[src/hw/rtl/mcp_pkg.sv]
// shared types, codes and constants of the motion command parser
package mcp_pkg;

  // widths fixed by the interface
  localparam int unsigned LimitW = 20;
  localparam int unsigned IdleW  = 21;
  localparam int unsigned ValW   = 32;
  localparam int unsigned WideW  = 37;

  localparam logic [LimitW-1:0] IdleLimitRst = LimitW'(1000);
  localparam logic [IdleW-1:0]  IdleMax      = '1;

  // command codes
  localparam logic CmdByte = 1'b0;
  localparam logic CmdPoll = 1'b1;

  // characters of the command language
  localparam logic [7:0] ChBang  = 8'h21;  // '!'
  localparam logic [7:0] ChStar  = 8'h2A;  // '*'
  localparam logic [7:0] ChPlus  = 8'h2B;  // '+'
  localparam logic [7:0] ChMinus = 8'h2D;  // '-'
  localparam logic [7:0] ChZero  = 8'h30;  // '0'
  localparam logic [7:0] ChNine  = 8'h39;  // '9'
  localparam logic [7:0] ChA     = 8'h41;
  localparam logic [7:0] ChB     = 8'h42;
  localparam logic [7:0] ChC     = 8'h43;
  localparam logic [7:0] ChD     = 8'h44;
  localparam logic [7:0] ChG     = 8'h47;
  localparam logic [7:0] ChL     = 8'h4C;
  localparam logic [7:0] ChW     = 8'h57;
  localparam logic [7:0] ChX     = 8'h58;
  localparam logic [7:0] ChY     = 8'h59;
  localparam logic [7:0] ChZ     = 8'h5A;

  typedef enum logic [1:0] {
    KIND_NONE,
    KIND_WALK,
    KIND_DANCE,
    KIND_LEG
  } kind_t;

  typedef enum logic [3:0] {
    FLD_NONE,
    FLD_LEG,
    FLD_GAIT,
    FLD_X,
    FLD_Y,
    FLD_Z,
    FLD_YAW,
    FLD_PITCH,
    FLD_ROLL
  } field_t;

  typedef enum logic [2:0] {
    ACT_WALK,
    ACT_DANCE,
    ACT_LEG,
    ACT_GAIT,
    ACT_FREEZE
  } action_t;

  typedef struct packed {
    logic       command;
    logic [7:0] byte_value;
    logic       data_waiting;
  } in_item_t;

  typedef struct packed {
    logic [2:0]           action;
    logic [3:0]           gait_digit;
    logic [3:0]           leg_number;
    logic signed [ValW-1:0] pos_x;
    logic signed [ValW-1:0] pos_y;
    logic signed [ValW-1:0] pos_z;
    logic signed [ValW-1:0] yaw_value;
    logic signed [ValW-1:0] pitch_value;
    logic signed [ValW-1:0] roll_value;
  } out_item_t;

endpackage

[src/hw/rtl/mcp_accum.sv]
// saturating decimal digit accumulator: acc * 10 +/- digit
module mcp_accum (
  input  logic signed [mcp_pkg::ValW-1:0] acc,
  input  logic [3:0]                      digit,
  input  logic                            neg,
  output logic signed [mcp_pkg::ValW-1:0] acc_nxt
);

  logic signed [mcp_pkg::WideW-1:0] ext;
  logic signed [mcp_pkg::WideW-1:0] times10;
  logic signed [mcp_pkg::WideW-1:0] sum;
  logic signed [mcp_pkg::WideW-1:0] dig_ext;

  // times ten as two shifts and an add
  assign ext     = mcp_pkg::WideW'(acc);
  assign times10 = (ext <<< 3) + (ext <<< 1);
  assign dig_ext = mcp_pkg::WideW'($unsigned(digit));
  assign sum     = neg ? (times10 - dig_ext) : (times10 + dig_ext);

  // clamp to the 32-bit signed range
  always_comb begin
    if (sum[mcp_pkg::WideW-1:mcp_pkg::ValW-1] == '0 ||
        sum[mcp_pkg::WideW-1:mcp_pkg::ValW-1] == '1) begin
      acc_nxt = sum[mcp_pkg::ValW-1:0];
    end else if (sum[mcp_pkg::WideW-1]) begin
      acc_nxt = {1'b1, {(mcp_pkg::ValW-1){1'b0}}};
    end else begin
      acc_nxt = {1'b0, {(mcp_pkg::ValW-1){1'b1}}};
    end
  end

endmodule

[src/hw/rtl/mcp_parser.sv]
// parser state, idle counter and result formation for one item
module mcp_parser (
  input  logic                       clk,
  input  logic                       rst_n,
  input  logic                       cfg_we,
  input  logic [mcp_pkg::LimitW-1:0] cfg_wdata,
  input  logic                       fire,
  input  mcp_pkg::in_item_t          item,
  output logic                       res_valid,
  output mcp_pkg::out_item_t         res
);

  mcp_pkg::kind_t                kind_r, kind_nxt;
  mcp_pkg::field_t               field_r, field_nxt;
  logic                          neg_r, neg_nxt;
  logic [3:0]                    leg_r, leg_nxt;
  logic signed [mcp_pkg::ValW-1:0] x_r, x_nxt, y_r, y_nxt, z_r, z_nxt;
  logic signed [mcp_pkg::ValW-1:0] yaw_r, yaw_nxt, pitch_r, pitch_nxt;
  logic signed [mcp_pkg::ValW-1:0] roll_r, roll_nxt;
  logic [mcp_pkg::IdleW-1:0]     idle_r, idle_nxt;
  logic [mcp_pkg::LimitW-1:0]    limit_r;

  logic                          is_digit;
  logic [3:0]                    digit;
  logic signed [mcp_pkg::ValW-1:0] acc_sel, acc_new;

  assign is_digit = (item.byte_value >= mcp_pkg::ChZero) &&
                    (item.byte_value <= mcp_pkg::ChNine);
  assign digit    = 4'(item.byte_value - mcp_pkg::ChZero);

  // pick the open field for the shared accumulator
  always_comb begin
    unique case (field_r)
      mcp_pkg::FLD_X:     acc_sel = x_r;
      mcp_pkg::FLD_Y:     acc_sel = y_r;
      mcp_pkg::FLD_Z:     acc_sel = z_r;
      mcp_pkg::FLD_YAW:   acc_sel = yaw_r;
      mcp_pkg::FLD_PITCH: acc_sel = pitch_r;
      mcp_pkg::FLD_ROLL:  acc_sel = roll_r;
      default:            acc_sel = x_r;
    endcase
  end

  mcp_accum u_accum (
    .acc     (acc_sel),
    .digit   (digit),
    .neg     (neg_r),
    .acc_nxt (acc_new)
  );

  // next state and result
  always_comb begin
    kind_nxt  = kind_r;
    field_nxt = field_r;
    neg_nxt   = neg_r;
    leg_nxt   = leg_r;
    x_nxt     = x_r;
    y_nxt     = y_r;
    z_nxt     = z_r;
    yaw_nxt   = yaw_r;
    pitch_nxt = pitch_r;
    roll_nxt  = roll_r;
    idle_nxt  = idle_r;
    res_valid = 1'b0;
    res       = '0;

    if (item.command == mcp_pkg::CmdPoll) begin
      // poll tick: idle counting and freeze
      if (item.data_waiting) begin
        idle_nxt = '0;
      end else begin
        if (idle_r != mcp_pkg::IdleMax) begin
          idle_nxt = idle_r + 1'b1;
        end
        if (idle_nxt > mcp_pkg::IdleW'(limit_r)) begin
          res_valid  = 1'b1;
          res.action = mcp_pkg::ACT_FREEZE;
        end
      end
    end else begin
      unique case (item.byte_value)
        mcp_pkg::ChBang: begin
          kind_nxt  = mcp_pkg::KIND_NONE;
          field_nxt = mcp_pkg::FLD_NONE;
          neg_nxt   = 1'b0;
          leg_nxt   = '0;
          x_nxt     = '0;
          y_nxt     = '0;
          z_nxt     = '0;
          yaw_nxt   = '0;
          pitch_nxt = '0;
          roll_nxt  = '0;
        end
        mcp_pkg::ChW: kind_nxt = mcp_pkg::KIND_WALK;
        mcp_pkg::ChD: kind_nxt = mcp_pkg::KIND_DANCE;
        mcp_pkg::ChL: begin
          kind_nxt  = mcp_pkg::KIND_LEG;
          field_nxt = mcp_pkg::FLD_LEG;
        end
        mcp_pkg::ChG: field_nxt = mcp_pkg::FLD_GAIT;
        mcp_pkg::ChX: begin
          field_nxt = mcp_pkg::FLD_X;
          x_nxt     = '0;
          neg_nxt   = 1'b0;
        end
        mcp_pkg::ChY: begin
          field_nxt = mcp_pkg::FLD_Y;
          y_nxt     = '0;
          neg_nxt   = 1'b0;
        end
        mcp_pkg::ChZ: begin
          field_nxt = mcp_pkg::FLD_Z;
          z_nxt     = '0;
          neg_nxt   = 1'b0;
        end
        mcp_pkg::ChA: begin
          field_nxt = mcp_pkg::FLD_YAW;
          yaw_nxt   = '0;
          neg_nxt   = 1'b0;
        end
        mcp_pkg::ChB: begin
          field_nxt = mcp_pkg::FLD_PITCH;
          pitch_nxt = '0;
          neg_nxt   = 1'b0;
        end
        mcp_pkg::ChC: begin
          field_nxt = mcp_pkg::FLD_ROLL;
          roll_nxt  = '0;
          neg_nxt   = 1'b0;
        end
        mcp_pkg::ChMinus: neg_nxt = 1'b1;
        mcp_pkg::ChPlus:  neg_nxt = 1'b0;
        mcp_pkg::ChStar: begin
          // emit the command for the chosen control kind
          if (kind_r != mcp_pkg::KIND_NONE) begin
            res_valid = 1'b1;
            res.pos_x = x_r;
            res.pos_y = y_r;
            res.pos_z = z_r;
            unique case (kind_r)
              mcp_pkg::KIND_WALK: begin
                res.action    = mcp_pkg::ACT_WALK;
                res.yaw_value = yaw_r;
              end
              mcp_pkg::KIND_DANCE: begin
                res.action      = mcp_pkg::ACT_DANCE;
                res.yaw_value   = yaw_r;
                res.pitch_value = pitch_r;
                res.roll_value  = roll_r;
              end
              default: begin
                res.action     = mcp_pkg::ACT_LEG;
                res.leg_number = leg_r;
              end
            endcase
          end
        end
        default: begin
          // digit into the open field
          if (is_digit) begin
            unique case (field_r)
              mcp_pkg::FLD_LEG: leg_nxt = digit;
              mcp_pkg::FLD_GAIT: begin
                res_valid      = 1'b1;
                res.action     = mcp_pkg::ACT_GAIT;
                res.gait_digit = digit;
              end
              mcp_pkg::FLD_X:     x_nxt     = acc_new;
              mcp_pkg::FLD_Y:     y_nxt     = acc_new;
              mcp_pkg::FLD_Z:     z_nxt     = acc_new;
              mcp_pkg::FLD_YAW:   yaw_nxt   = acc_new;
              mcp_pkg::FLD_PITCH: pitch_nxt = acc_new;
              mcp_pkg::FLD_ROLL:  roll_nxt  = acc_new;
              default: ;
            endcase
          end
        end
      endcase
    end
  end

  // state registers
  always_ff @(posedge clk) begin
    if (!rst_n) begin
      kind_r  <= mcp_pkg::KIND_NONE;
      field_r <= mcp_pkg::FLD_NONE;
      neg_r   <= 1'b0;
      leg_r   <= '0;
      x_r     <= '0;
      y_r     <= '0;
      z_r     <= '0;
      yaw_r   <= '0;
      pitch_r <= '0;
      roll_r  <= '0;
      idle_r  <= '0;
    end else if (fire) begin
      kind_r  <= kind_nxt;
      field_r <= field_nxt;
      neg_r   <= neg_nxt;
      leg_r   <= leg_nxt;
      x_r     <= x_nxt;
      y_r     <= y_nxt;
      z_r     <= z_nxt;
      yaw_r   <= yaw_nxt;
      pitch_r <= pitch_nxt;
      roll_r  <= roll_nxt;
      idle_r  <= idle_nxt;
    end
  end

  // idle limit register
  always_ff @(posedge clk) begin
    if (!rst_n) begin
      limit_r <= mcp_pkg::IdleLimitRst;
    end else if (cfg_we) begin
      limit_r <= cfg_wdata;
    end
  end

endmodule

[src/hw/rtl/motion_command_parser_with_timeout.sv]
// top level: input register, parser and result register
// Text motion command parser. Each transfer on the input channel is a received byte or a
// poll tick; a result (walk, dance, leg move, gait change or freeze) is loaded into the
// result register at the edge at which its item leaves the input register. One item is
// parsed per cycle while the result register is empty or being taken; the single decimal
// accumulate unit (times ten plus or minus digit, saturating) sits between the input
// register and the result register. An item waits in the input register while the result
// register is full and not being taken, whether or not the item makes a result.
// Reset values: idle limit 1000, all fields zero, no field open. No clearing pass.
module motion_command_parser_with_timeout (
  input  logic                       clk,
  input  logic                       rst_n,
  input  logic                       in_valid,
  output logic                       in_ready,
  input  mcp_pkg::in_item_t          in_data,
  output logic                       out_valid,
  input  logic                       out_ready,
  output mcp_pkg::out_item_t         out_data,
  input  logic                       cfg_we,
  input  logic [mcp_pkg::LimitW-1:0] cfg_wdata
);

  logic               in_valid_r;
  mcp_pkg::in_item_t  in_item_r;
  logic               out_valid_r;
  mcp_pkg::out_item_t out_item_r;
  logic               fire;
  logic               res_valid;
  mcp_pkg::out_item_t res;

  // the held item is parsed when the result register can take its result
  assign fire     = in_valid_r && (!out_valid_r || out_ready);
  assign in_ready = !in_valid_r || fire;

  // input register
  always_ff @(posedge clk) begin
    if (!rst_n) begin
      in_valid_r <= 1'b0;
    end else if (in_ready) begin
      in_valid_r <= in_valid;
    end
  end

  always_ff @(posedge clk) begin
    if (in_ready && in_valid) begin
      in_item_r <= in_data;
    end
  end

  mcp_parser u_parser (
    .clk       (clk),
    .rst_n     (rst_n),
    .cfg_we    (cfg_we),
    .cfg_wdata (cfg_wdata),
    .fire      (fire),
    .item      (in_item_r),
    .res_valid (res_valid),
    .res       (res)
  );

  // result register
  always_ff @(posedge clk) begin
    if (!rst_n) begin
      out_valid_r <= 1'b0;
    end else if (fire) begin
      out_valid_r <= res_valid;
    end else if (out_ready) begin
      out_valid_r <= 1'b0;
    end
  end

  always_ff @(posedge clk) begin
    if (fire && res_valid) begin
      out_item_r <= res;
    end
  end

  assign out_valid = out_valid_r;
  assign out_data  = out_item_r;

endmodule

[config.mk]
export PLATFORM = sky130hd
export DESIGN_NAME = motion_command_parser_with_timeout
export DESIGN_NICKNAME = d
export VERILOG_FILES = /design/src/hw/rtl/mcp_pkg.sv /design/src/hw/rtl/mcp_accum.sv /design/src/hw/rtl/mcp_parser.sv /design/src/hw/rtl/motion_command_parser_with_timeout.sv
export SDC_FILE = /design/constraint.sdc
export NUM_CORES = 1
export LEC_CHECK = 0
export ABC_AREA = 1
export BUFFER_PORTS_ARGS = -buffer_cell sky130_fd_sc_hd__buf_2
export CORE_MARGIN = 2
export CORE_UTILIZATION = 60
export CTS_CLUSTER_SIZE = 20
export DETAILED_ROUTE_END_ITERATION = 12
export GPL_TIMING_DRIVEN = 0
export PLACE_DENSITY = 0.81
export SYNTH_ARGS = -nofsm -noshare
export SYNTH_HDL_FRONTEND = slang
export SYNTH_SLANG_ARGS = --single-unit
[constraint.sdc]
create_clock -name clk -period 9.4 [get_ports clk]
set_clock_uncertainty 0.15 [all_clocks]
set_input_delay 1.41 -clock clk [delete_from_list [all_inputs] [get_ports clk]]
set_output_delay 1.41 -clock clk [all_outputs]
set_load 0.01 [all_outputs]
== Word level (Yosys, flattened, before mapping) ==
Cells that the tools add are included.

* Add/subtract/negate cells: 5
* Multipliers: 0
* Divide/modulo/power cells: 0
* $lt $le $gt $ge: 3
* Equal/unequal tests: 26
* Shift operators: 0
* Mux-type cells: 49
* Bitwise logic cells: 14
* Reductions and logical operators: 61

{| class="wikitable"
|+ Operators with widths
! operator !! number
|-
| 2-to-1 mux 32 bit || 14
|-
| one-hot mux 32 bit (2 select lines) || 6
|-
| one-hot mux 32 bit (5 select lines) || 1
|-
| 2-to-1 mux 21 bit || 4
|-
| equality test 8 x 7 -> 1 bit, second input constant || 10
|-
| OR reduction 12 bit || 6
|-
| adder 36 x 5 -> 37 bit || 1
|-
| 2-to-1 mux 37 bit || 1
|-
| subtractor 36 x 5 -> 37 bit || 1
|-
| adder 35 x 33 -> 36 bit || 1
|-
| one-hot mux 4 bit (9 select lines) || 1
|-
| AND reduction 5 bit || 7
|-
| nonzero test 2 bit || 17
|-
| equality test 8 x 6 -> 1 bit, second input constant || 4
|-
| OR reduction 13 bit || 2
|-
| adder 21 x 1 -> 21 bit, second input constant || 1
|-
| greater-than comparator 21 x 20 -> 1 bit || 1
|-
| inequality test 21 bit, second input constant || 1
|-
| OR reduction 17 bit || 1
|-
| equality test 4 x 3 -> 1 bit, second input constant || 4
|-
| NOT 1 bit || 14
|-
| OR reduction 2 bit || 7
|-
| 2-to-1 mux 3 bit || 4
|-
| AND reduction 3 bit || 3
|-
| 29 further kinds || 46
|}

* Register bits: 459
* Bits in latches: 0
* Bits in writable memories: 0
* Bits in read-only memories: 0
* Bits of input ports: 35
* Word-level logic and storage cells: 184
* Memories: 0

== Logic depth before layout (Yosys ltp) ==
Gate-level depths: netlist of the first run.

* Depth after elaboration: 11
* Depth in mapped cells: 40
* Mapped depth without buffers: 36

== Hierarchy ==
A second synthesis of the first run with hierarchy kept.

* Cells, all modules: 3670
* Area, all modules: 26025.0 um^2

{| class="wikitable"
|+ Modules (own cells, without submodules)
! module !! instances !! cells an instance !! area an instance (um^2)
|-
| mcp_parser || 1 || 2388 || 14538.9
|-
| motion_command_parser_with_timeout || 1 || 230 || 6503.7
|-
| mcp_accum || 1 || 1052 || 4982.3
|}

== Worst setup path before layout of the first run ==
OpenSTA, ideal clock, no wires.

* Kind: flip-flop to flip-flop
* From: register u_parser.idle_r[0] (netlist name)
* To: register out_item_r (netlist bit out_data[0]), enable pin
* Library setup time: 555 ps
* Arrival time: 7042 ps
* Data required time: 8695 ps
* Slack: 1653 ps
* Cell stages (with the launch flop): 32
* Path buffers: 0
* Period minus slack after synthesis: 7747 ps
* Path through: dfxtp_1 -> ha_1 -> nand2_1 -> nor3_1 -> inv_1 -> nor2_1 -> inv_1 -> nor2_1 -> nand3_1 -> inv_1 -> nand2_1 -> nand4_1 -> nor2_1 -> nand2_1 -> nor4_1 -> nand3_1 -> xor2_1 -> ha_1 -> nand2_1 -> nor2_1 -> o21ai_0 -> nand2_1 -> nand2_1 -> nand2_1 -> nand2_1 -> nand2_1 -> nand2_1 -> a21oi_1 -> nand2_1 -> nand3_1 -> nand2_1 -> inv_1

* Word-level cells in the longest chain between the ends: 9
* Elaborated cells on any way between the ends: 10
* Classes of those cells: add/sub (1); order compare (1); eq/ne (1); mux (6); reduce/logical (1)

{| class="wikitable"
|+ Ends and longest elaborated chain
! element !! RTL line !! text
|-
| from (decl) || mcp_parser.sv:20 || <nowiki>logic [mcp_pkg::IdleW-1:0] idle_r, idle_nxt;</nowiki>
|-
| from (signal assigned) || mcp_parser.sv:207 || <nowiki>idle_r <= idle_nxt;</nowiki>
|-
| adder 21 x 1 -> 21 bit or inequality test 21 bit (tied branches) || mcp_parser.sv:73, mcp_parser.sv:72 ||
|-
| 2-to-1 mux 21 bit (*) || mcp_parser.sv:72 || <nowiki>if (idle_r != mcp_pkg::IdleMax) begin</nowiki>
|-
| 2-to-1 mux 21 bit (*) || mcp_parser.sv:69 || <nowiki>if (item.data_waiting) begin</nowiki>
|-
| 2-to-1 mux 21 bit (*) || mcp_parser.sv:67 || <nowiki>if (item.command == mcp_pkg::CmdPoll) begin</nowiki>
|-
| greater-than comparator 21 x 20 -> 1 bit (*) || mcp_parser.sv:75 || <nowiki>if (idle_nxt > mcp_pkg::IdleW'(limit_r)) begin</nowiki>
|-
| 2-to-1 mux 1 bit (*) || mcp_parser.sv:75 ||
|-
| 2-to-1 mux 1 bit (*) || mcp_parser.sv:69 ||
|-
| 2-to-1 mux 1 bit (*) || mcp_parser.sv:67 ||
|-
| logical AND 1 bit (*) || motion_command_parser_with_timeout.sv:73 || <nowiki>if (fire && res_valid) begin</nowiki>
|-
| to (signal assigned) || motion_command_parser_with_timeout.sv:74 || <nowiki>out_item_r <= res;</nowiki>
|-
| to (decl) || motion_command_parser_with_timeout.sv:26 || <nowiki>mcp_pkg::out_item_t out_item_r;</nowiki>
|}

Mark *: on every way between the ends. The rest lies on a longest branch, timed or not. The select of a mux whose other input is x is not followed.
A chain may end at the register's enable or synchronous reset.

== Final worst setup path of the first run ==
* From: register u_parser.field_r[0]
* To: register u_parser.pitch_r[10] (netlist name)

* Word-level cells in the longest chain between the ends: 11
* Elaborated cells on any way between the ends: 20
* Classes of those cells: add/sub (3); eq/ne (6); mux (7); reduce/logical (4)

{| class="wikitable"
|+ Ends and longest elaborated chain
! element !! RTL line !! text
|-
| from (decl) || mcp_parser.sv:14 || <nowiki>mcp_pkg::field_t field_r, field_nxt;</nowiki>
|-
| from (signal assigned) || mcp_parser.sv:186 || <nowiki>field_r <= mcp_pkg::FLD_NONE;</nowiki>
|-
| from (signal assigned) || mcp_parser.sv:198 || <nowiki>field_r <= field_nxt;</nowiki>
|-
| equality test 4 bit, or another cell as far along || mcp_parser.sv:33 || <nowiki>unique case (field_r)</nowiki>
|-
| one-hot mux 32 bit (5 select lines) || mcp_parser.sv:33 ||
|-
| adder 35 x 33 -> 36 bit || mcp_accum.sv:16 || <nowiki>assign times10 = (ext <<< 3) + (ext <<< 1);</nowiki>
|-
| adder 36 x 5 -> 37 bit or subtractor 36 x 5 -> 37 bit (tied branches) || mcp_accum.sv:18 || <nowiki>assign sum = neg ? (times10 - dig_ext) : (times10 + dig_ext);</nowiki>
|-
| 2-to-1 mux 37 bit || mcp_accum.sv:18 ||
|-
| equality test 6 bit or logical NOT 6 bit (tied branches) || mcp_accum.sv:23, mcp_accum.sv:22 ||
|-
| logical OR 1 bit || mcp_accum.sv:22 || <nowiki>if (sum[mcp_pkg::WideW-1:mcp_pkg::ValW-1] == '0 ||</nowiki>
|-
| 2-to-1 mux 32 bit || mcp_accum.sv:22 ||
|-
| 2-to-1 mux 32 bit || mcp_parser.sv:161 || <nowiki>unique case (field_r)</nowiki>
|-
| 2-to-1 mux 32 bit || mcp_parser.sv:160 || <nowiki>if (is_digit) begin</nowiki>
|-
| one-hot mux 32 bit (2 select lines) || mcp_parser.sv:81 || <nowiki>unique case (item.byte_value)</nowiki>
|-
| to (signal assigned) || mcp_parser.sv:205 || <nowiki>pitch_r <= pitch_nxt;</nowiki>
|-
| to (decl) || mcp_parser.sv:18 || <nowiki>logic signed [mcp_pkg::ValW-1:0] yaw_r, yaw_nxt, pitch_r, pitch_nxt;</nowiki>
|}

Several ways; a longest one is shown, not always the timed one. The select of a mux whose other input is x is not followed.

==> qor.csv, run 1 <==
metric,value,unit
vias in the first global route,21515,
Final Wtd Congestion,0.9674,
dominant synthesized flop cell,dfxtp_1,
Vert. Die Dim,202.1,um
Final WS setup,1.486,ns
clk root buf,clkbuf_16,
Tmin final,7.914,ns
"Clk pin slew, worst setup/hold paths",0.06,ns
Area Growth Syn to Fin,14.61,%
gr ovfl total,0,
vias,22674,
Worst Path Required,9.77,ns
Synth Net Count,3238,
slowest cell delay on critical path,0.87,ns
clk buf depth,3,
initial antenna violation count,1,
syn avg cell area,7.507,um2
fin crit share,84.19,%
Max Freq,126.4,MHz
DP HPWL,59.41,mm
Worst Tran Pin Value,1.221,ns
Initial Utilization,60.79,%
Setup crit start kind,register,
Worst EP arrival,8.28,ns
H-Tree Depth,2,
drt drc,0,
final wirelength,77.39,mm
1st-iter DRT viols,2924,
crit path kind,reg -> reg,
Routed WL per cell,19.44,um
cts bufs inserted,46,
DRT antenna net count,0,
port bufs,239,
first-pass GRT wire length,118.6,mm
share of cells above drive strength 1,11.73,%
async set-reset flop share out of synthesis,0,%
Die Wd,202.1,um
setup bufs post-CTS,0,
Total Power,4202,uW
antenna fix cells,0,
Pre-Repair DR Iteration Count,6,
maximum vdd drop,157.7,uV
outcome,finished clean,
Clock Sinks,459,
most repeated library cell on the critical path,nand2_1,
post-CTS sizing,0,
CTS Hold Buffers Added,0,
unrepaired setup endpoints after global routing,false,
GRT Total Usage,37.56,%
HP Class,reg -> reg,
Clock Latency Late Sink,0.60,ns
crit path capture type,register,
synthesized flop and latch total,459,
fin nets,3526,
largest net degree at the start of global routing,140,
"Slew Viols, Final",0,
Leakage,0.01102,uW
DP Worst Slack,1.995,ns
Cell Rows,72,
Yosys cell types,49,
crit-path max FO,10,
via/cell ratio,5.697,
Final Hold Viols,0,
Core ar.,38740,um2
P per Cell Area,155.7,nW/um2
Final Setup Violations,0,
Post-Synthesis Cells,3137,
yosys warns,0,
# IOs,240,
MaxCap Viol Count,0,
CTS tree,done,
sequential element share of the synthesized area,48.07,%
Die Area,40850,um2
"EDFF count, synth",213,
relative slew slack,16.47,%
mapped cell area,23550,um2
Crit-path slowest cell,nor2_1,
## kinds of logic (layout without fill, tap and decap cells)
logic type	Yosys count	after routing	synth area share (%)
adders and majority gates	66	66	3.602
AOI/OAI and AO/OA	476	476	11.30
xor gates and xnor gates	41	41	1.525
and+or+nand+nor	1521	1521	26.14
DFF	459	459	48.07
buffers and inverters	574	899	9.362
## area by class of cell
type / count / area (um2)
plain buffers: 120 / 500.5
clock buffers: 58 / 1216
clock inverters: 27 / 339.1
fillers: 3210 / 11750
inverters: 454 / 1712
multi-input cells: 2104 / 10030
flip-flops and latches: 459 / 11320
well taps: 518 / 648.1
repair buffers: 240 / 1224
## flip-flops by register name, summed over array words and instances, names as in the netlist, 21 cells and up
name / count
out_data: 203
u_parser.idle_r: 21
u_parser.pitch_r: 32
u_parser.roll_r: 32
u_parser.x_r: 32
u_parser.y_r: 32
u_parser.yaw_r: 32
u_parser.z_r: 32
## cells in the final DEF (no fill, tap or decap), types with 3 or more instances in the layout
cell type and instances:
nand2_1 912, inv_1 424, nor2_1 381, a21oi_1 295, buf_2 249, dfxtp_1 246
edfxtp_1 213, clkbuf_1 108, nand3_1 99, ha_1 63, o21ai_0 55, clkbuf_16 46
o22ai_1 45, nand2_2 39, xor2_1 33, nor3_1 30, nand4_1 26, a221oi_1 23
inv_2 21, a31oi_1 21, clkinv_1 16, nor2_2 10, a2111oi_0 9, xnor2_1 8
clkinv_2 8, nor4_1 7, bufinv_16 7, o21bai_1 6, a211oi_1 6, buf_1 5
nand3_2 4, buf_4 4, and2_1 3, buf_6 3, o31ai_1 3, fa_1 3
## synthesized netlist by cell type (all sizes together) (3+ instances only)
master | n | area share, %
nor3 | 32 | 0.70
ha | 63 | 3.3
xor2 | 33 | 1.2
buf | 22 | 0.56
xnor2 | 8 | 0.30
a211oi | 6 | 0.19
inv | 446 | 7.1
a221oi | 23 | 0.86
o21ai | 57 | 1.2
nand4 | 26 | 0.69
o22ai | 45 | 1.2
o31ai | 3 | 0.096
nand3 | 103 | 2.3
clkinv | 8 | 0.13
a21oi | 295 | 6.3
nand2 | 953 | 16
fa | 3 | 0.26
a2111oi | 9 | 0.33
dfxtp | 246 | 21
nor4 | 7 | 0.19
a31oi | 21 | 0.56
edfxtp | 213 | 27
o21bai | 6 | 0.19
and2 | 3 | 0.080
clkbuf | 98 | 1.6
nor2 | 392 | 6.4
## per-stage QoR
stage	area [um2]	setup TNS [ns]	util [%]	instances	hold slack, ns
after floorplan	23550	0	-	3137	0.2800
after global placement	25390	-53.51	65.55	3894	0.2921
after detailed placement	25430	0	65.66	3895	0.2969
after CTS	26990	0	69.67	3980	0.3064
after global routing	26990	0	69.67	3980	0.3241
final	26990	0	69.67	3980	0.3046
## layer usage
metal	track usage (%)	wire length (um)
met3	6.192	8149
met2	60.64	34780
met1	49.56	30480
met5	0	0
met4	17.86	3984
## power by group
part | internal [uW] | switching [uW] | leakage (uW)
clock | 1120 | 800 | 0.000762
sequential | 2080 | 8.03 | 0.00427
combinational | 47.5 | 148 | 0.00599
total | 3250 | 957 | 0.0110
## critical path: cells and delay by family, from the launching register on
kind	cells	cell delay, ns
AO/OA/AOI/OAI	4	1.14
adder cells (fa/ha/maj)	2	0.69
AND/OR/NAND/NOR	22	3.72
flip-flops	1	0.30
buffers and inverters	7	1.81
## path summary, 6_finish.rpt
check                                          from                    to  slack (ns)  depth (start not counted)
worst max-delay path            u_parser.field_r[0]  u_parser.pitch_r[10]        1.49                         35
worst min-delay path              u_parser.leg_r[3]     u_parser.leg_r[3]        0.30                          2
worst max register to register  u_parser.field_r[0]  u_parser.pitch_r[10]        1.49                         35
worst min register to register    u_parser.leg_r[3]     u_parser.leg_r[3]        0.30                          2
No activity file was read; power rests on OpenSTA's default activity.
==> run 2, diff against run 1 <==
--- a/config.mk
+++ b/config.mk
@@ -5,14 +5,14 @@
 export SDC_FILE = /design/constraint.sdc
 export NUM_CORES = 1
 export LEC_CHECK = 0
-export ABC_AREA = 1
+export ABC_AREA = 0
 export BUFFER_PORTS_ARGS = -buffer_cell sky130_fd_sc_hd__buf_2
 export CORE_MARGIN = 2
-export CORE_UTILIZATION = 60
+export CORE_UTILIZATION = 59
 export CTS_CLUSTER_SIZE = 20
 export DETAILED_ROUTE_END_ITERATION = 12
 export GPL_TIMING_DRIVEN = 0
-export PLACE_DENSITY = 0.81
+export PLACE_DENSITY = 0.8
 export SYNTH_ARGS = -nofsm -noshare
 export SYNTH_HDL_FRONTEND = slang
 export SYNTH_SLANG_ARGS = --single-unit
==> constraint.sdc (replaced) <==
create_clock -name clk -period 7.3 [get_ports clk]
set_clock_uncertainty 0.15 [all_clocks]
set_input_delay 1.095 -clock clk [delete_from_list [all_inputs] [get_ports clk]]
set_output_delay 1.095 -clock clk [all_outputs]
set_load 0.01 [all_outputs]
==> run 2 against run 1 <==
Total power increased by 23%. Die area shrank 3.0%. Non-clock buffer count up 47. Sequential cell count stayed put. Count of clock-buffer cells in the layout did not move. Critical endpoint is now u_parser.y_r[28]. Largest cell class unchanged. Cell area fell by 3.0%. Core utilization is essentially flat.
==> qor.csv, run 2 <==
metric,value,unit,change
FF-to-FF path depth,24,,-31%
Worst Path Required,7.68,ns,-2.09 ns
1st-iter DRT viols,2151,,-26%
CTS tree,done,,
max FFs per register,203,,unchanged
"Slew Viols, Final",0,,unchanged
H-Tree Depth,2,,unchanged
most frequent cell after synthesis,dfxtp_1,,
mapped cell area,22450,um2,-4.7%
cts bufs inserted,45,,-2.2%
Post-Synthesis Cells,2141,,-32%
"Clk pin slew, worst setup/hold paths",0.07,ns,about the same
DP HPWL,55.61,mm,-6.4%
Final Setup Violations,0,,unchanged
dominant synthesized flop cell,dfxtp_1,,
relative slew slack,19.29,%,+2.8 points
Max Freq,142.3,MHz,+13%
Pre-Repair DR Iteration Count,7,,+1
HP Class,reg -> reg,,
crit-path max FO,10,,unchanged
multi-input logic area,10520,um2,+4.9%
share of cells above drive strength 1,18.79,%,+7.1 points
synth cell count leaders,"dfxtp_1, edfxtp_1, a221o_1",,
# IOs,240,,unchanged
gr ovfl total,0,,unchanged
clk root buf,clkbuf_16,,
critical path depth in cells,24,,-31%
yosys warns,0,,unchanged
crit path capture type,register,,
Die Area,39630,um2,-3.0%
synthesized flop and latch total,459,,unchanged
final wirelength,72.41,mm,-6.4%
Setup TNS,0,ns,unchanged
slowest cell delay on critical path,0.52,ns,-0.35 ns
P per Cell Area,197.3,nW/um2,+27%
"commonest non-fill, non-tap cells in the layout","buf_2, dfxtp_1, edfxtp_1",,
vias in the first global route,18175,,-16%
fin crit share,96.30,%,+12 points
Final Wtd Congestion,0.9834,,+1.7%
Vert. Die Dim,199.1,um,-1.5%
Yosys cell types,91,,+86%
cell taking the most area after synthesis,edfxtp_1,,
Hold Path Stages,2,,unchanged
outcome,finished clean,,
Setup crit start kind,register,,
"commonest non-fill, non-tap cell in the layout",buf_2,,
syn avg cell area,10.49,um2,+40%
Core ar.,37580,um2,-3.0%
Die Wd,199.1,um,-1.5%
async set-reset flop share out of synthesis,0,%,unchanged
crit-path cells,nand2b_4 > nor2_2 > clkbuf_2 > a22oi_1 > nand3_1 > ha_1 > buf_2 > a21oi_1 > o21ai_0 > a221oi_2 > and2_1 > xnor2_1 > or3_1 > clkbuf_1 > nor4_2 > a32oi_1 > xnor2_1 > or2_2 > or4_1 > buf_2 > a21oi_2 > buf_4 > buf_6 > a221o_1,,
Final Hold Viols,0,,unchanged
GRT Total Usage,36.05,%,-1.5 points
hold_ws,0.3268,ns,+0.02219 ns
clk buf depth,3,,unchanged
MaxCap Viol Count,0,,unchanged
final core occ,69.65,%,about the same
cell family contributing the most delay on the critical path,simple AND/OR/NAND/NOR gates,,
sequential element share of the synthesized area,50.43,%,+2.4 points
fin nets,2534,,-28%
Crit-path slowest cell,dfxtp_1,,
Worst EP arrival,7.41,ns,-0.87 ns
first-pass GRT wire length,107.2,mm,-9.6%
port bufs,238,,-0.42%
Reg area,11320,um2,about the same
Leakage,0.01057,uW,-4.1%
initial antenna violation count,3,,+2
crit path kind,reg -> reg,,
CP bufs+invs,6,,-1
vias,19519,,-14%
"EDFF count, synth",213,,unchanged
Tmin final,7.030,ns,-0.8840 ns
Worst Tran Pin Value,1.202,ns,-0.01936 ns
largest net degree at the start of global routing,51,,-64%
Initial Utilization,59.74,%,-1.0 points
via/cell ratio,6.546,,+15%
top-area cell type share of the netlist area,28.49,%,+1.3 points
Clock Sinks,459,,unchanged
drt drc,0,,unchanged
Routed WL per cell,24.28,um,+25%
Area Growth Syn to Fin,16.59,%,
Synth area leaders,"edfxtp_1, dfxtp_1, a221o_1",,
DRT antenna net count,0,,unchanged
Layout fillers,2918,,-9.1%
Synth Net Count,2242,,-31%
Clock Latency Late Sink,0.59,ns,about the same
Cell Rows,71,,-1.4%
maximum vdd drop,194.2,uV,+23%
CTS Hold Buffers Added,0,,unchanged
[run 2: layout make-up]
cell class | count | area share, %
diodes | 2 | 0.01912
plain buffers | 159 | 2.787
clock buffers | 58 | 4.661
clock inverters | 25 | 0.9847
inverters | 41 | 0.6023
multi-input cells | 1479 | 40.20
flip-flops and latches | 459 | 43.26
well taps | 511 | 2.443
repair buffers | 248 | 5.043
[run 2: metrics by stage]
step | power [uW] | setup slack (ns) | instance area (um2) | instances
after detailed placement | 2875 | -0.8126 | 24460 | 2895
final | 5163 | 0.2702 | 26170 | 2982
after floorplan | 2826 | -0.04976 | 22530 | 2141
after global routing | 5282 | -0.006509 | 26170 | 2980
after global placement | 2872 | -1.524 | 24360 | 2890
after CTS | 5175 | 0.02435 | 26000 | 2977
[run 2: worst paths after layout]
path	startpoint	endpoint	slack, ns
worst min register to register	u_parser.yaw_r[31]	u_parser.yaw_r[31]	0.33
worst min-delay path	u_parser.yaw_r[31]	u_parser.yaw_r[31]	0.33
worst max register to register	u_parser.field_r[2]	u_parser.y_r[28]	0.27
worst max-delay path	u_parser.field_r[2]	u_parser.y_r[28]	0.27
[run 2: logic make-up (layout without fill, tap and decap cells)]
group | count (synthesis) | in the layout | synth area share, %
xor+xnor | 73 | 73 | 2.848
flops | 459 | 459 | 50.43
mux | 31 | 31 | 2.006
buf+inv | 203 | 531 | 3.795
simple gates | 747 | 747 | 17.49
fa+ha+maj | 66 | 66 | 3.779
compound gates | 562 | 562 | 19.66
other cells | 0 | 2 | 0
[run 2: what timing repair did]
action / CTS / global route
setup buffers: 2 / 2
pin swaps: 2 / 2
endpoints found under the setup margin: 186 / 186
cloned: 0 / 1
resized for setup: 19 / 45
[run 2: metal layers]
layer / GRT usage, % / routed length (um) / vias to the layer above
met5: 0 / 0 / -
met4: 15.89 / 3508 / 0
met3: 6.886 / 7343 / 183
met2: 57.08 / 32700 / 1170
met1: 48.38 / 28860 / 9411
li1: - / - / 8755
[run 2: where the power goes]
part | total (uW) | internal (uW) | leakage (uW) | switching (uW)
clock network | 2340 | 1330 | 0.000732 | 1000
logic | 135 | 39.5 | 0.00588 | 95.6
registers | 2690 | 2680 | 0.00396 | 8.83
[run 2: worst reg2reg max path, stage by stage, from the launching register on]
cell      delay, ns
dfxtp_1        0.52
nand2b_4       0.19
nor2_2         0.35
clkbuf_2       0.35
a22oi_1        0.12
nand3_1        0.32
ha_1           0.31
buf_2          0.18
a21oi_1        0.23
o21ai_0        0.25
a221oi_2       0.49
and2_1         0.28
xnor2_1        0.13
or3_1          0.32
clkbuf_1       0.21
nor4_2         0.37
a32oi_1        0.17
xnor2_1        0.18
or2_2          0.37
or4_1          0.46
buf_2          0.21
a21oi_2        0.21
buf_4          0.25
buf_6          0.18
a221o_1        0.16
